[src/hw/rtl/spt_pkg.sv]
`timescale 1ns / 1ps
// ----------------------------------------------------------------------------
// spt_pkg: shared types and constants for stereo point triangulation
// Field widths, configuration register indexes and reset values.
// ----------------------------------------------------------------------------
package spt_pkg;

    localparam int OUT_FRAC_BITS_DEF = 16;
    localparam int PIX_W             = 16;
    localparam int DIST_W            = 24;
    localparam int OUT_W             = 32;
    localparam int CFG_IDX_W         = 3;
    localparam int CFG_DATA_W        = 24;
    localparam int QUEUE_DEPTH       = 4;

    localparam logic [DIST_W-1:0] BASELINE_RST  = 24'd22938;
    localparam logic [PIX_W-1:0]  FOCAL_RST     = 16'd12204;
    localparam logic [PIX_W-1:0]  CENTER_X_RST  = 16'd10240;
    localparam logic [PIX_W-1:0]  CENTER_Y_RST  = 16'd5760;
    localparam logic [DIST_W-1:0] MAX_DEPTH_RST = 24'd13107200;

    typedef enum logic [CFG_IDX_W-1:0] {
        CFG_BASELINE  = 3'd0,
        CFG_FOCAL     = 3'd1,
        CFG_CENTER_X  = 3'd2,
        CFG_CENTER_Y  = 3'd3,
        CFG_MAX_DEPTH = 3'd4
    } cfg_index_t;

    typedef struct packed {
        logic [DIST_W-1:0] baseline;
        logic [PIX_W-1:0]  focal;
        logic [PIX_W-1:0]  center_x;
        logic [PIX_W-1:0]  center_y;
        logic [DIST_W-1:0] max_depth;
    } cfg_t;

    // one request handed from the front to the back
    typedef struct packed {
        logic [PIX_W-1:0] disp;
        logic             dx_neg;
        logic [PIX_W-1:0] dx_mag;
        logic             dy_neg;
        logic [PIX_W-1:0] dy_mag;
    } job_t;

endpackage

[src/hw/rtl/spt_front.sv]
`timescale 1ns / 1ps
// ----------------------------------------------------------------------------
// spt_front: request intake and classification
// Registers a keypoint pair, drops non-positive disparity, forms offsets.
// ----------------------------------------------------------------------------
module spt_front (
    input  logic                     aclk,
    input  logic                     aresetn,
    input  logic                     s_tvalid,
    output logic                     s_tready,
    input  logic [spt_pkg::PIX_W-1:0] left_x,
    input  logic [spt_pkg::PIX_W-1:0] right_x,
    input  logic [spt_pkg::PIX_W-1:0] left_row,
    input  spt_pkg::cfg_t            cfg,
    input  logic                     q_full,
    output logic                     push,
    output spt_pkg::job_t            job
);

    logic                      fv_reg;
    logic [spt_pkg::PIX_W-1:0] lx_reg;
    logic [spt_pkg::PIX_W-1:0] rx_reg;
    logic [spt_pkg::PIX_W-1:0] row_reg;
    logic                      keep;
    logic                      advance;

    assign keep     = lx_reg > rx_reg;
    assign push     = fv_reg && keep && !q_full;
    assign advance  = !fv_reg || !keep || !q_full;
    assign s_tready = advance;

    always_comb begin
        job.disp = lx_reg - rx_reg;
        if (lx_reg >= cfg.center_x) begin
            job.dx_neg = 1'b0;
            job.dx_mag = lx_reg - cfg.center_x;
        end else begin
            job.dx_neg = 1'b1;
            job.dx_mag = cfg.center_x - lx_reg;
        end
        if (cfg.center_y >= row_reg) begin
            job.dy_neg = 1'b0;
            job.dy_mag = cfg.center_y - row_reg;
        end else begin
            job.dy_neg = 1'b1;
            job.dy_mag = row_reg - cfg.center_y;
        end
    end

    always_ff @(posedge aclk) begin
        if (!aresetn) begin
            fv_reg <= 1'b0;
        end else if (advance) begin
            fv_reg <= s_tvalid;
        end
        if (advance && s_tvalid) begin
            lx_reg  <= left_x;
            rx_reg  <= right_x;
            row_reg <= left_row;
        end
    end

endmodule

[config.mk]
export PLATFORM = sky130hd
export DESIGN_NAME = spt_front
export DESIGN_NICKNAME = d
export VERILOG_FILES = /design/src/hw/rtl/spt_pkg.sv /design/src/hw/rtl/spt_front.sv
export SDC_FILE = /design/constraint.sdc
export NUM_CORES = 1
export LEC_CHECK = 0
export ABC_CLOCK_PERIOD_IN_PS = 7300
export BUFFER_PORTS_ARGS = -buffer_cell sky130_fd_sc_hd__buf_4
export CORE_ASPECT_RATIO = 0.9
export CORE_MARGIN = 2
export CORE_UTILIZATION = 45
export DETAILED_ROUTE_END_ITERATION = 8
export GPL_ROUTABILITY_DRIVEN = 0
export PLACE_DENSITY = 0.76
export SLEW_MARGIN = 10
export SYNTH_ARGS = -nofsm -noshare
export SYNTH_HDL_FRONTEND = slang
export SYNTH_SLANG_ARGS = --single-unit
export TNS_END_PERCENT = 30
[constraint.sdc]
create_clock -name aclk -period 7.3 [get_ports aclk]
set_clock_uncertainty 0.15 [all_clocks]
set_input_delay 1.46 -clock aclk [delete_from_list [all_inputs] [get_ports aclk]]
set_output_delay 1.46 -clock aclk [all_outputs]
set_load 0.005 [all_outputs]
Yosys cells after proc, flatten, opt, wreduce, memory -nomap -nowiden --
Cells that the tools add are included.
Storage, ports and cells: register bits after elaboration 49, logic and storage cells 22, output and inout bits 52
Cells by class: add/subtract/negate cells 5, mux-type cells 2, reduce and logical (&&, ||, !) cells 8, magnitude comparators 3
Operators by type and width (count):
- 16-bit subtractor | 5
- 17-bit 2-to-1 mux | 2
- 16-bit greater-or-equal comparator | 2
- 16-bit > comparator | 1
- 1-bit logical AND | 3
- 1-bit logical NOT | 3
- 1-bit logical OR | 2

Depth between registers and ports, before layout --
depth in word-level cells 5, gate-level depth with buffers 12, gate-level depth less buffers 10

Worst setup path after synthesis --
Ideal clock, no wire load.
path kind input to output, start input cfg[24] in the netlist's numbering, end output job[5] in the netlist's numbering, required time 5690 ps, stages on the path 10, arrival time 3561 ps, slack 2129 ps, path through inv_1 > ha_1 > fa_1 > o21a_1 > o31a_1 > a221oi_2 > nand2b_4 > buf_12 > mux2i_1 > xor2_1
RTL lines:
- start, declared | line spt_front.sv:14 | input spt_pkg::cfg_t cfg,
- end, declared | line spt_front.sv:17 | output spt_pkg::job_t job

==> run metrics <==
Cell Area, Synth ~5300 um^2; most frequent cells in the layout buf_4 (137), inv_1 (88), ha_1 (78); # clock sinks 49; initial core utilization 0.461; initial antenna violation count 0; Total GRT Usage 0.214; simple-gate area share of the yosys netlist 0.0903; commonest non-fill, non-tap cell in the layout buf_4; Yosys reg bits 49; Final Critical Period a little under 6000 ps; CTS Buffer Depth 2; H-Tree Depth 2; Vias/cell between 5 and 6; die height between 100 and 150 um; most frequent CP cell buf_4; Hold-fix buffers, CTS 0; Worst-Margin Slew approximately 700 ps; fin worst setup slack 1350 ps; Worst R2R Path Depth 9; Die Wd between 100 and 150 um; Clk Tree Root Cell clkbuf_16; critical path depth 12; vias in the first global route around 5000; ANT nets after route 0; largest net degree at the start of global routing between 40 and 50; Setup Fix Bufs, Post-CTS 0; worst reg2reg path startpoint lx_reg[1]$_DFFE_PP_; CTS buffer count 5; placed inst area between 6000 and 7000 um^2; die area 12600 um^2; Synth Warn # 0; CTS tree done; drt pass-1 iters 5; Setup Viol. Count Final 0; reg2reg setup slack ~3700 ps; crit end category output pin; Worst-path clk slew ~70 ps; Final nets roughly 950; initial DRC count approximately 300; Post-DP HPWL approximately 11000 um; critical path's slowest cell a21boi_2; Netlist cell types 53; Period Utilization, post-route 0.815; DR WL/cell 15.7 um; Placed Cells roughly 860; post-synthesis mux area share 0.0493; Worst Path Buf+Inv 4; Peak VDD IR approximately 130 uV; # resized after CTS 0; first-pass GRT wire length approximately 22000 um; post-synthesis adder-cell area fraction 0.204; Mapped Cells just under 600; CP Data Required Time between 5000 and 6000 ps; Finished Layout Cells around 870; critical path class in -> out; number of enable-type register cells in the synthesized netlist 48; r2r endpoint row_reg[15]$_DFFE_PP_; Placement Rows 37; Critical Path End job[23]; LEAKAGE 3.27 nW; XOR/XNOR Fraction of Synth Area 0.0681; class of the worst hold path reg -> reg; final wirelength between 10000 and 15000 um; Top-Level Pins 200; crit path max fanout 10; Setup TNS Final 0 ps; f_max roughly 170 MHz; slowest cell delay on critical path between 500 and 600 ps; # port buffers roughly 140; Max Cap Violations 0; Area Overhead vs Synth 23.9%; Critical Path Start cfg[43]; RSZ-0062 raised after global routing false; layout cells sized above 1 0.214; Post-synth top flop edfxtp_1; Slew Limit Fails 0; syn nets 823; startpoint class of the critical path input pin; main combinational cell family by area after synthesis compound AO/OA/AOI/OAI gates; CORE AREA around 11000 um^2; Final Cell Area approximately 6500 um^2; status finished clean; compound-gate portion of the synthesized area 0.222; ANT cells 0; delay-heaviest family, CP compound AO/OA/AOI/OAI gates; Final Hold Viols 0; Placement Setup Slack ~1400 ps; Worst Path Arrival between 4000 and 5000 ps; vias 4805; crit path cell chain buf_4, inv_1, ha_1, a21oi_1, o21ai_0, a21oi_1, nand3_1, a21boi_2, buf_4, mux2i_1, xnor2_1, buf_4; sequential area share after synthesis 0.277; Overflow after GRT 0; Synth Area per Inst 8.91 um^2; DRC viols 0; Max-slew headroom 0.533; Power per Cell Area 172 nW/um^2; worst skew pair latency 300 ps; Post-synth ARST share 0
[metrics by stage]
step / utilization / hold slack, ps / power (W)
global route: 0.572 / 570 / 0.00119
CTS: 0.572 / 545 / 0.00113
finish: 0.572 / 536 / 0.00112
global placement: 0.558 / 520 / 0.000857
floorplan: - / 469 / 0.000655
detailed placement: 0.558 / 533 / 0.000872
[where the power goes]
group | internal [W] | total [W] | switching [W]
Sequential | 0.000330 | 0.000340 | 0.0000102
Clock | 0.000132 | 0.000250 | 0.000118
Combinational | 0.000263 | 0.000533 | 0.000269
[layout make-up]
type / count / area (um^2)
fill: 1029 / 4900
clock buffer: 5 / 125
inverter: 89 / 337
tap: 156 / 195
clock inverter: 3 / 28.8
timing repair buffer: 137 / 1030
sequential: 49 / 1460
multi-input combinational: 432 / 3360
[synthesized netlist by cell type (5+ instances only)]
library cell,instances,area share
nand3_1,8,0.0076
nand2_1,32,0.023
a221oi_1,5,0.0083
fa_1,5,0.019
inv_1,88,0.063
nor2b_1,6,0.0071
buf_2,11,0.010
edfxtp_1,48,0.27
nor3_1,9,0.0085
o21ai_0,36,0.034
o21a_1,10,0.014
ha_1,78,0.18
a21oi_1,59,0.056
nor2_1,23,0.016
xor2_1,15,0.025
and3_1,5,0.0059
o21bai_1,9,0.013
mux2i_1,26,0.049
xnor2_1,26,0.043
a221o_1,5,0.0095
nand4_1,11,0.013
a21o_1,28,0.040
clkbuf_1,6,0.0043
[worst reg2reg max path, delay by kind of cell (launching register included)]
kind                       cells  cell delay [ps]
adders and majority gates      1              240
buffers and inverters          2              750
and+or+nand+nor                1               60
DFF                            1              500
AOI/OAI and AO/OA              5             1560
[metal layers]
| layer | vias up | part of all wire | global-route usage |
|---|---|---|---|
| li1 | 2337 | - | - |
| met1 | 2252 | 0.43 | 0.259 |
| met3 | 32 | 0.071 | 0.0532 |
| met4 | 0 | 0.027 | 0.0783 |
| met5 | - | 0 | 0 |
| met2 | 184 | 0.48 | 0.370 |
[cell families after synthesis]
group           after synthesis
flops                        49
simple gates                100
mux                          26
buf+inv                     111
compound gates              182
xor+xnor                     41
fa+ha+maj                    83
[how the worst min path moves through the flow]
stage,from,end,slack [ps],cells after the start
after global routing,fv_reg$_SDFFE_PN0P_,fv_reg$_SDFFE_PN0P_,570,3
after floorplan,fv_reg$_SDFFE_PN0P_,fv_reg$_SDFFE_PN0P_,470,3
after global placement,fv_reg$_SDFFE_PN0P_,fv_reg$_SDFFE_PN0P_,520,3
after CTS,fv_reg$_SDFFE_PN0P_,fv_reg$_SDFFE_PN0P_,540,3
after detailed placement,fv_reg$_SDFFE_PN0P_,fv_reg$_SDFFE_PN0P_,530,3
final,fv_reg$_SDFFE_PN0P_,fv_reg$_SDFFE_PN0P_,540,3
Note: power is estimated with default switching activity, not from simulation.
