File: config.mk
export PLATFORM = sky130hd
export DESIGN_NAME = spt_fifo
export DESIGN_NICKNAME = d
export VERILOG_FILES = /design/src/hw/rtl/spt_pkg.sv /design/src/hw/rtl/spt_fifo.sv
export SDC_FILE = /design/constraint.sdc
export NUM_CORES = 1
export LEC_CHECK = 0
export BUFFER_PORTS_ARGS = -buffer_cell sky130_fd_sc_hd__buf_2
export CAP_MARGIN = 20
export CORE_UTILIZATION = 55
export DETAILED_ROUTE_END_ITERATION = 12
export GPL_TIMING_DRIVEN = 1
export PLACE_DENSITY = 0.8
export RECOVER_POWER = 100
export SETUP_SLACK_MARGIN = 0.4
export SYNTH_ARGS = -nofsm -noshare
export SYNTH_HDL_FRONTEND = slang
export SYNTH_SLANG_ARGS = --single-unit
File: constraint.sdc
create_clock -name aclk -period 2.4 [get_ports aclk]
set_input_delay 0.24 -clock aclk [delete_from_list [all_inputs] [get_ports aclk]]
set_output_delay 0.24 -clock aclk [all_outputs]
set_load 0.005 [all_outputs]
File: src/hw/rtl/spt_pkg.sv
`timescale 1ns / 1ps
// ----------------------------------------------------------------------------
// spt_pkg: shared types and constants for stereo point triangulation
// Field widths, configuration register indexes and reset values.
// ----------------------------------------------------------------------------
package spt_pkg;

    localparam int OUT_FRAC_BITS_DEF = 16;
    localparam int PIX_W             = 16;
    localparam int DIST_W            = 24;
    localparam int OUT_W             = 32;
    localparam int CFG_IDX_W         = 3;
    localparam int CFG_DATA_W        = 24;
    localparam int QUEUE_DEPTH       = 4;

    localparam logic [DIST_W-1:0] BASELINE_RST  = 24'd22938;
    localparam logic [PIX_W-1:0]  FOCAL_RST     = 16'd12204;
    localparam logic [PIX_W-1:0]  CENTER_X_RST  = 16'd10240;
    localparam logic [PIX_W-1:0]  CENTER_Y_RST  = 16'd5760;
    localparam logic [DIST_W-1:0] MAX_DEPTH_RST = 24'd13107200;

    typedef enum logic [CFG_IDX_W-1:0] {
        CFG_BASELINE  = 3'd0,
        CFG_FOCAL     = 3'd1,
        CFG_CENTER_X  = 3'd2,
        CFG_CENTER_Y  = 3'd3,
        CFG_MAX_DEPTH = 3'd4
    } cfg_index_t;

    typedef struct packed {
        logic [DIST_W-1:0] baseline;
        logic [PIX_W-1:0]  focal;
        logic [PIX_W-1:0]  center_x;
        logic [PIX_W-1:0]  center_y;
        logic [DIST_W-1:0] max_depth;
    } cfg_t;

    // one request handed from the front to the back
    typedef struct packed {
        logic [PIX_W-1:0] disp;
        logic             dx_neg;
        logic [PIX_W-1:0] dx_mag;
        logic             dy_neg;
        logic [PIX_W-1:0] dy_mag;
    } job_t;

endpackage

File: src/hw/rtl/spt_fifo.sv
`timescale 1ns / 1ps
// ----------------------------------------------------------------------------
// spt_fifo: short request queue between front and back
// Register-based FIFO, first word fall-through.
// ----------------------------------------------------------------------------
module spt_fifo #(
    parameter int W     = 8,
    parameter int DEPTH = spt_pkg::QUEUE_DEPTH
) (
    input  logic         aclk,
    input  logic         aresetn,
    input  logic         push,
    input  logic [W-1:0] wdata,
    input  logic         pop,
    output logic [W-1:0] rdata,
    output logic         full,
    output logic         empty
);

    localparam int PTR_W = (DEPTH > 1) ? $clog2(DEPTH) : 1;
    localparam int CNT_W = $clog2(DEPTH + 1);

    logic [W-1:0]     mem_reg [DEPTH];
    logic [PTR_W-1:0] wr_reg;
    logic [PTR_W-1:0] rd_reg;
    logic [CNT_W-1:0] count_reg;
    logic             do_push;
    logic             do_pop;

    assign full    = count_reg == CNT_W'(DEPTH);
    assign empty   = count_reg == '0;
    assign do_push = push && !full;
    assign do_pop  = pop && !empty;
    assign rdata   = mem_reg[rd_reg];

    always_ff @(posedge aclk) begin
        if (!aresetn) begin
            wr_reg    <= '0;
            rd_reg    <= '0;
            count_reg <= '0;
        end else begin
            if (do_push) begin
                wr_reg <= (wr_reg == PTR_W'(DEPTH - 1)) ? '0 : wr_reg + 1'b1;
            end
            if (do_pop) begin
                rd_reg <= (rd_reg == PTR_W'(DEPTH - 1)) ? '0 : rd_reg + 1'b1;
            end
            count_reg <= count_reg + CNT_W'(do_push) - CNT_W'(do_pop);
        end
        if (do_push) begin
            mem_reg[wr_reg] <= wdata;
        end
    end

`ifndef NO_ASSERTIONS
    a_count_bound: assert property (@(posedge aclk) disable iff (!aresetn)
        count_reg <= CNT_W'(DEPTH))
        else $error("queue count beyond depth");
    a_count_step: assert property (@(posedge aclk) disable iff (!aresetn)
        1'b1 |=> count_reg == $past(count_reg) + CNT_W'($past(do_push))
                              - CNT_W'($past(do_pop)))
        else $error("queue count out of step");
    a_empty_ptr: assert property (@(posedge aclk) disable iff (!aresetn)
        empty |-> rd_reg == wr_reg)
        else $error("empty queue with unequal pointers");
`endif

endmodule

## After elaboration in Yosys (flattened, before gate mapping)

Memories as Yosys holds them, arrays and structs flattened. A register that Yosys moved wholly into a read port is not among the register bits.
Cells that the tools add are included.

| word-level totals | value |
|---|---|
| register bits after elaboration | 7 |
| memory bits (writable) | 32 |
| input port bits | 12 |
| logic and storage cells | 22 |
| memories | 1 |

Memory list:

| memory | words | width | rd ports | clocked after memory_dff | wr ports | line | source |
|---|---|---|---|---|---|---|---|
| mem_reg | 4 | 8 | 1 | 1 | 1 | spt_fifo.sv:23 | `logic [W-1:0] mem_reg [DEPTH];` |

| operators by class | value |
|---|---|
| add/subtract/negate cells | 4 |
| equal/unequal tests | 3 |
| mux-type cells | 6 |
| reductions and logical operators | 5 |

Operators with widths:

| operator | count |
|---|---|
| two-way mux 2 bit | 4 |
| adder 2 x 1 -> 2 bit (second input constant) | 2 |
| equality test 2 bit (second input constant) | 2 |
| adder 3 x 1 -> 3 bit | 1 |
| equality test 3 bit (second input constant) | 1 |
| zero test 3 bit | 1 |
| subtractor 3 x 1 -> 3 bit | 1 |
| logical AND 1 bit | 2 |
| zero test 1 bit | 2 |
| two-way mux 1 bit | 2 |

## Longest topological paths before layout

| depth | value |
|---|---|
| word-level depth | 5 |
| mapped depth | 11 |
| gate-level depth less buffers | 10 |

## Worst setup path before layout

No wires, ideal clock.

| path | value |
|---|---|
| kind | reg-to-reg |
| start point | register count_reg[1] |
| end point | register count_reg[2] |
| library setup time | 0.115 ns |
| arrival | 1.988 ns |
| required time | 2.285 ns |
| setup slack | 0.298 ns |
| cell stages (with the launch flop) | 10 |
| path buffers | 0 |
| clock period less this slack | 2.102 ns |
| cell sequence | dfxtp_1 -> o31ai_2 -> inv_1 -> ha_1 -> inv_1 -> ha_1 -> fa_1 -> xnor2_1 -> xnor2_1 -> and2_1 |

| on the way | value |
|---|---|
| cells in the longest elaborated chain, start to end | 5 |
| elaborated cells between the ends (all ways) | 8 |
| classes of those cells | add/sub (2); eq/ne (1); reduce/logical (5) |

RTL lines:

| element | line | source |
|---|---|---|
| start: declaration | spt_fifo.sv:26 | `logic [CNT_W-1:0] count_reg;` |
| start signal: assignment | spt_fifo.sv:48 | `count_reg <= count_reg + CNT_W'(do_push) - CNT_W'(do_pop);` |
| equality test 3 bit | spt_fifo.sv:30 | `assign full = count_reg == CNT_W'(DEPTH);` |
| zero test 1 bit | spt_fifo.sv:32 | `assign do_push = push && !full;` |
| logical AND 1 bit | spt_fifo.sv:32 |  |
| adder 3 x 1 -> 3 bit | spt_fifo.sv:48 |  |
| subtractor 3 x 1 -> 3 bit (*) | spt_fifo.sv:48 |  |

Mark *: on every way between the ends. The rest lies on a longest branch, timed or not.
A chain may end at the register's enable or synchronous reset.

## Final worst setup path

| path | value |
|---|---|
| start point | register count_reg[2] |
| end point | register count_reg[2] |

The elaborated chain is that of the path after synthesis.

==> run_results.csv <==
group,metric,value,unit
run_status,status,"finished with violations",
run_status,violations,"DRC",
route,ant_nets,0,
synth,synth-warning-count,0,
clock_tree,clk_pin_slew,0.12,ns
setup_path,criticalPathCategory,"reg2reg",
sta,slew_violations,0,
flow_run,maxCapViolCount,0,
route,drt-total-wl,2780,um
sta,clock_skew,0.0114,ns
clock_tree,h-tree-depth,2,
clock_tree,cts_tree,"built",
placement,finalWeightedCongestion,0.697,
power_and_ir_drop,p_per_area,987,nW/um^2
sta,hold_viol,0,
route,vias,872,
sta,fin_crit_sh,89.8,%
route,wl_per_cell,17.7,um
route,drc,6,
setup_path,crit_required,2.65,ns
die,chipHeight,56.9,um
route,viasPerCell,5.55,
die,ios,22,
sta,slew_headroom,58.5,%
clock_tree,cts_buffers,5,
die,std_cell_rows,19,
synth,syn_area_per_cell,17.5,sq um
synth,synthTopCellsByArea,"edfxtp_1 58%, dfxtp_1 11%, mux4_2 11%, ha_1 5.3%, inv_1 1.6%",
route,first_iter_violations,32,
clock_tree,cts.sinks,41,
final_layout,nNetsFinal,145,
synth,netlist.area_leader.share,57.9,%
route,first_pass_iters,8,
placement,dp_cells,144,
synth,synth_cells,95,
sta,period_needed,2.16,ns
setup_path,cp-end-kind,"flop",
synth,synth_cell_type_count,21,
synth,synth-seq-area-share,68.8,%
power_and_ir_drop,peakVddDrop,0.000499,V
clock_tree,clkLatencyLatePin,0.34,ns
power_and_ir_drop,p_leak,0.675,nW
final_layout,final_cells,157,
final_layout,drive_gt1_share,26.2,%
sta,max_clock_freq,464,MHz
global_routing,grt_pass1_wl,4370,um
sta,tns,0,ns
setup_path,path_max_fanout,3,
die,core,2810,sq um
final_layout,area_growth_syn_to_layout,12.8,%
die,die-area,3240,sq um
sta,tightest_slew,0.622,ns
sta,rsz0062_at_grt,"true",
die,floorplan.initialDensity,59.1,%
final_layout,diodes,0,
synth,syn-cell-area,1660,sq um
final_layout,largest_reg_flops,32,
clock_tree,cts_buffer_depth,2,
sta,finalSetupViolCount,0,
placement,portBuffers,21,
global_routing,first_global_vias,931,
global_routing,overflow,0,
synth,syn_nets,115,
global_routing,antenna_found_initial,0,
synth,synth_seq_cells,41,
synth,synth_largest_area_cell,"edfxtp_1",
clock_tree,clockRootBuffer,"clkbuf_4",
setup_path,arrival,2.41,ns
die,die_w,56.9,um
worst_hold_path,hold_class,"in2reg",
global_routing,grt_max_degree,13,
global_routing,grtUsageTotal,19.6,%
setup_path,start_kind,"flop",
[worst paths after layout]
kind | startpoint | endpoint | slack (ns) | depth (start not counted)
max | count_reg[2] | count_reg[2] | 0.24 | 9
min | wdata[2] | mem_reg[2][2] | 0.16 | 1
min reg2reg | wr_reg[1] | wr_reg[1] | 0.53 | 2
max reg2reg | count_reg[2] | count_reg[2] | 0.24 | 9
[worst max-delay path: stages (launching register included)]
cell and delay (ns):
dfxtp_1 0.35, o31ai_1 0.36, inv_1 0.08, ha_1 0.30, inv_1 0.06, ha_2 0.17, fa_2 0.35, xnor2_2 0.15
xnor2_1 0.12, and2_1 0.13
[where the power goes]
part / switching [mW] / internal [mW]
combinational: 0.206 / 0.257
clock: 0.209 / 0.217
sequential: 0.0849 / 0.875
total: 0.500 / 1.35
[cell families (layout without fill, tap and decap cells)]
group                    count (synthesis)  after routing  synth area share [%]
AO/OA/AOI/OAI                            3              3                  1.36
XOR/XNOR                                 2              2                  1.06
adder cells (fa/ha/maj)                  8              8                  6.49
buffers and inverters                   11             42                  3.02
flip-flops                              41             41                  68.8
multiplexers                            10             10                  12.1
AND/OR/NAND/NOR                         20             20                  7.24
[layout by cell type (no fill, tap or decap), types with 5 or more instances in the layout]
master    netlist  final
clkbuf_1        2     15
buf_2           1      9
inv_1           7      7
dfxtp_1         9      7
mux4_2          8      8
nand2_1         6      6
and2_0          0      5
ha_1            7      6
clkbuf_4        0      7
edfxtp_1       32     32
[area by class of cell]
class,instances,area (sq um)
multi-input cells,43,460
repair buffers,27,128
inverters,7,26.3
flip-flops and latches,41,1140
well taps,31,38.8
clock buffers,6,41.3
clock inverters,2,33.8
fillers,211,933
[synth_stat cells (all sizes together)]
cell,count
nand2,6
fa,1
buf,2
mux4,8
nand3,2
xnor2,2
nor3,1
nor2,2
nor2b,1
ha,7
o21ai,2
clkbuf,2
nor3b,1
mux2i,2
dfxtp,9
edfxtp,32
and2,7
inv,7
o31ai,1
[metal layers]
layer	vias to the layer above	wire length, um	global-route usage [%]
li1	409	-	-
met1	439	1110	22.3
met2	20	1490	33.6
met3	4	114	4.84
met4	0	56	11.5
met5	-	0	0
[metrics by stage]
stage                     total power [mW]  cell area [sq um]  hold slack (ns)  util [%]  setup slack, ns
after CTS                             1.90               1920            0.101      68.5            0.344
after detailed placement              1.44               1800            0.459      64.2            0.300
after global placement                1.41               1800            0.451      64.2            0.372
after global routing                  1.95               1870            0.163      66.7            0.148
final                                 1.85               1870            0.157      66.7            0.244
after floorplan                       1.28               1670            0.339         -            0.353
[what timing repair did]
item	CTS	global route
hold buffers	0	0
resized for setup	4	0
cloned	0	0
endpoints found under the setup margin	9	2
setup buffers	4	1
pin swaps	6	3
Power figures use the tool's default switching activity.
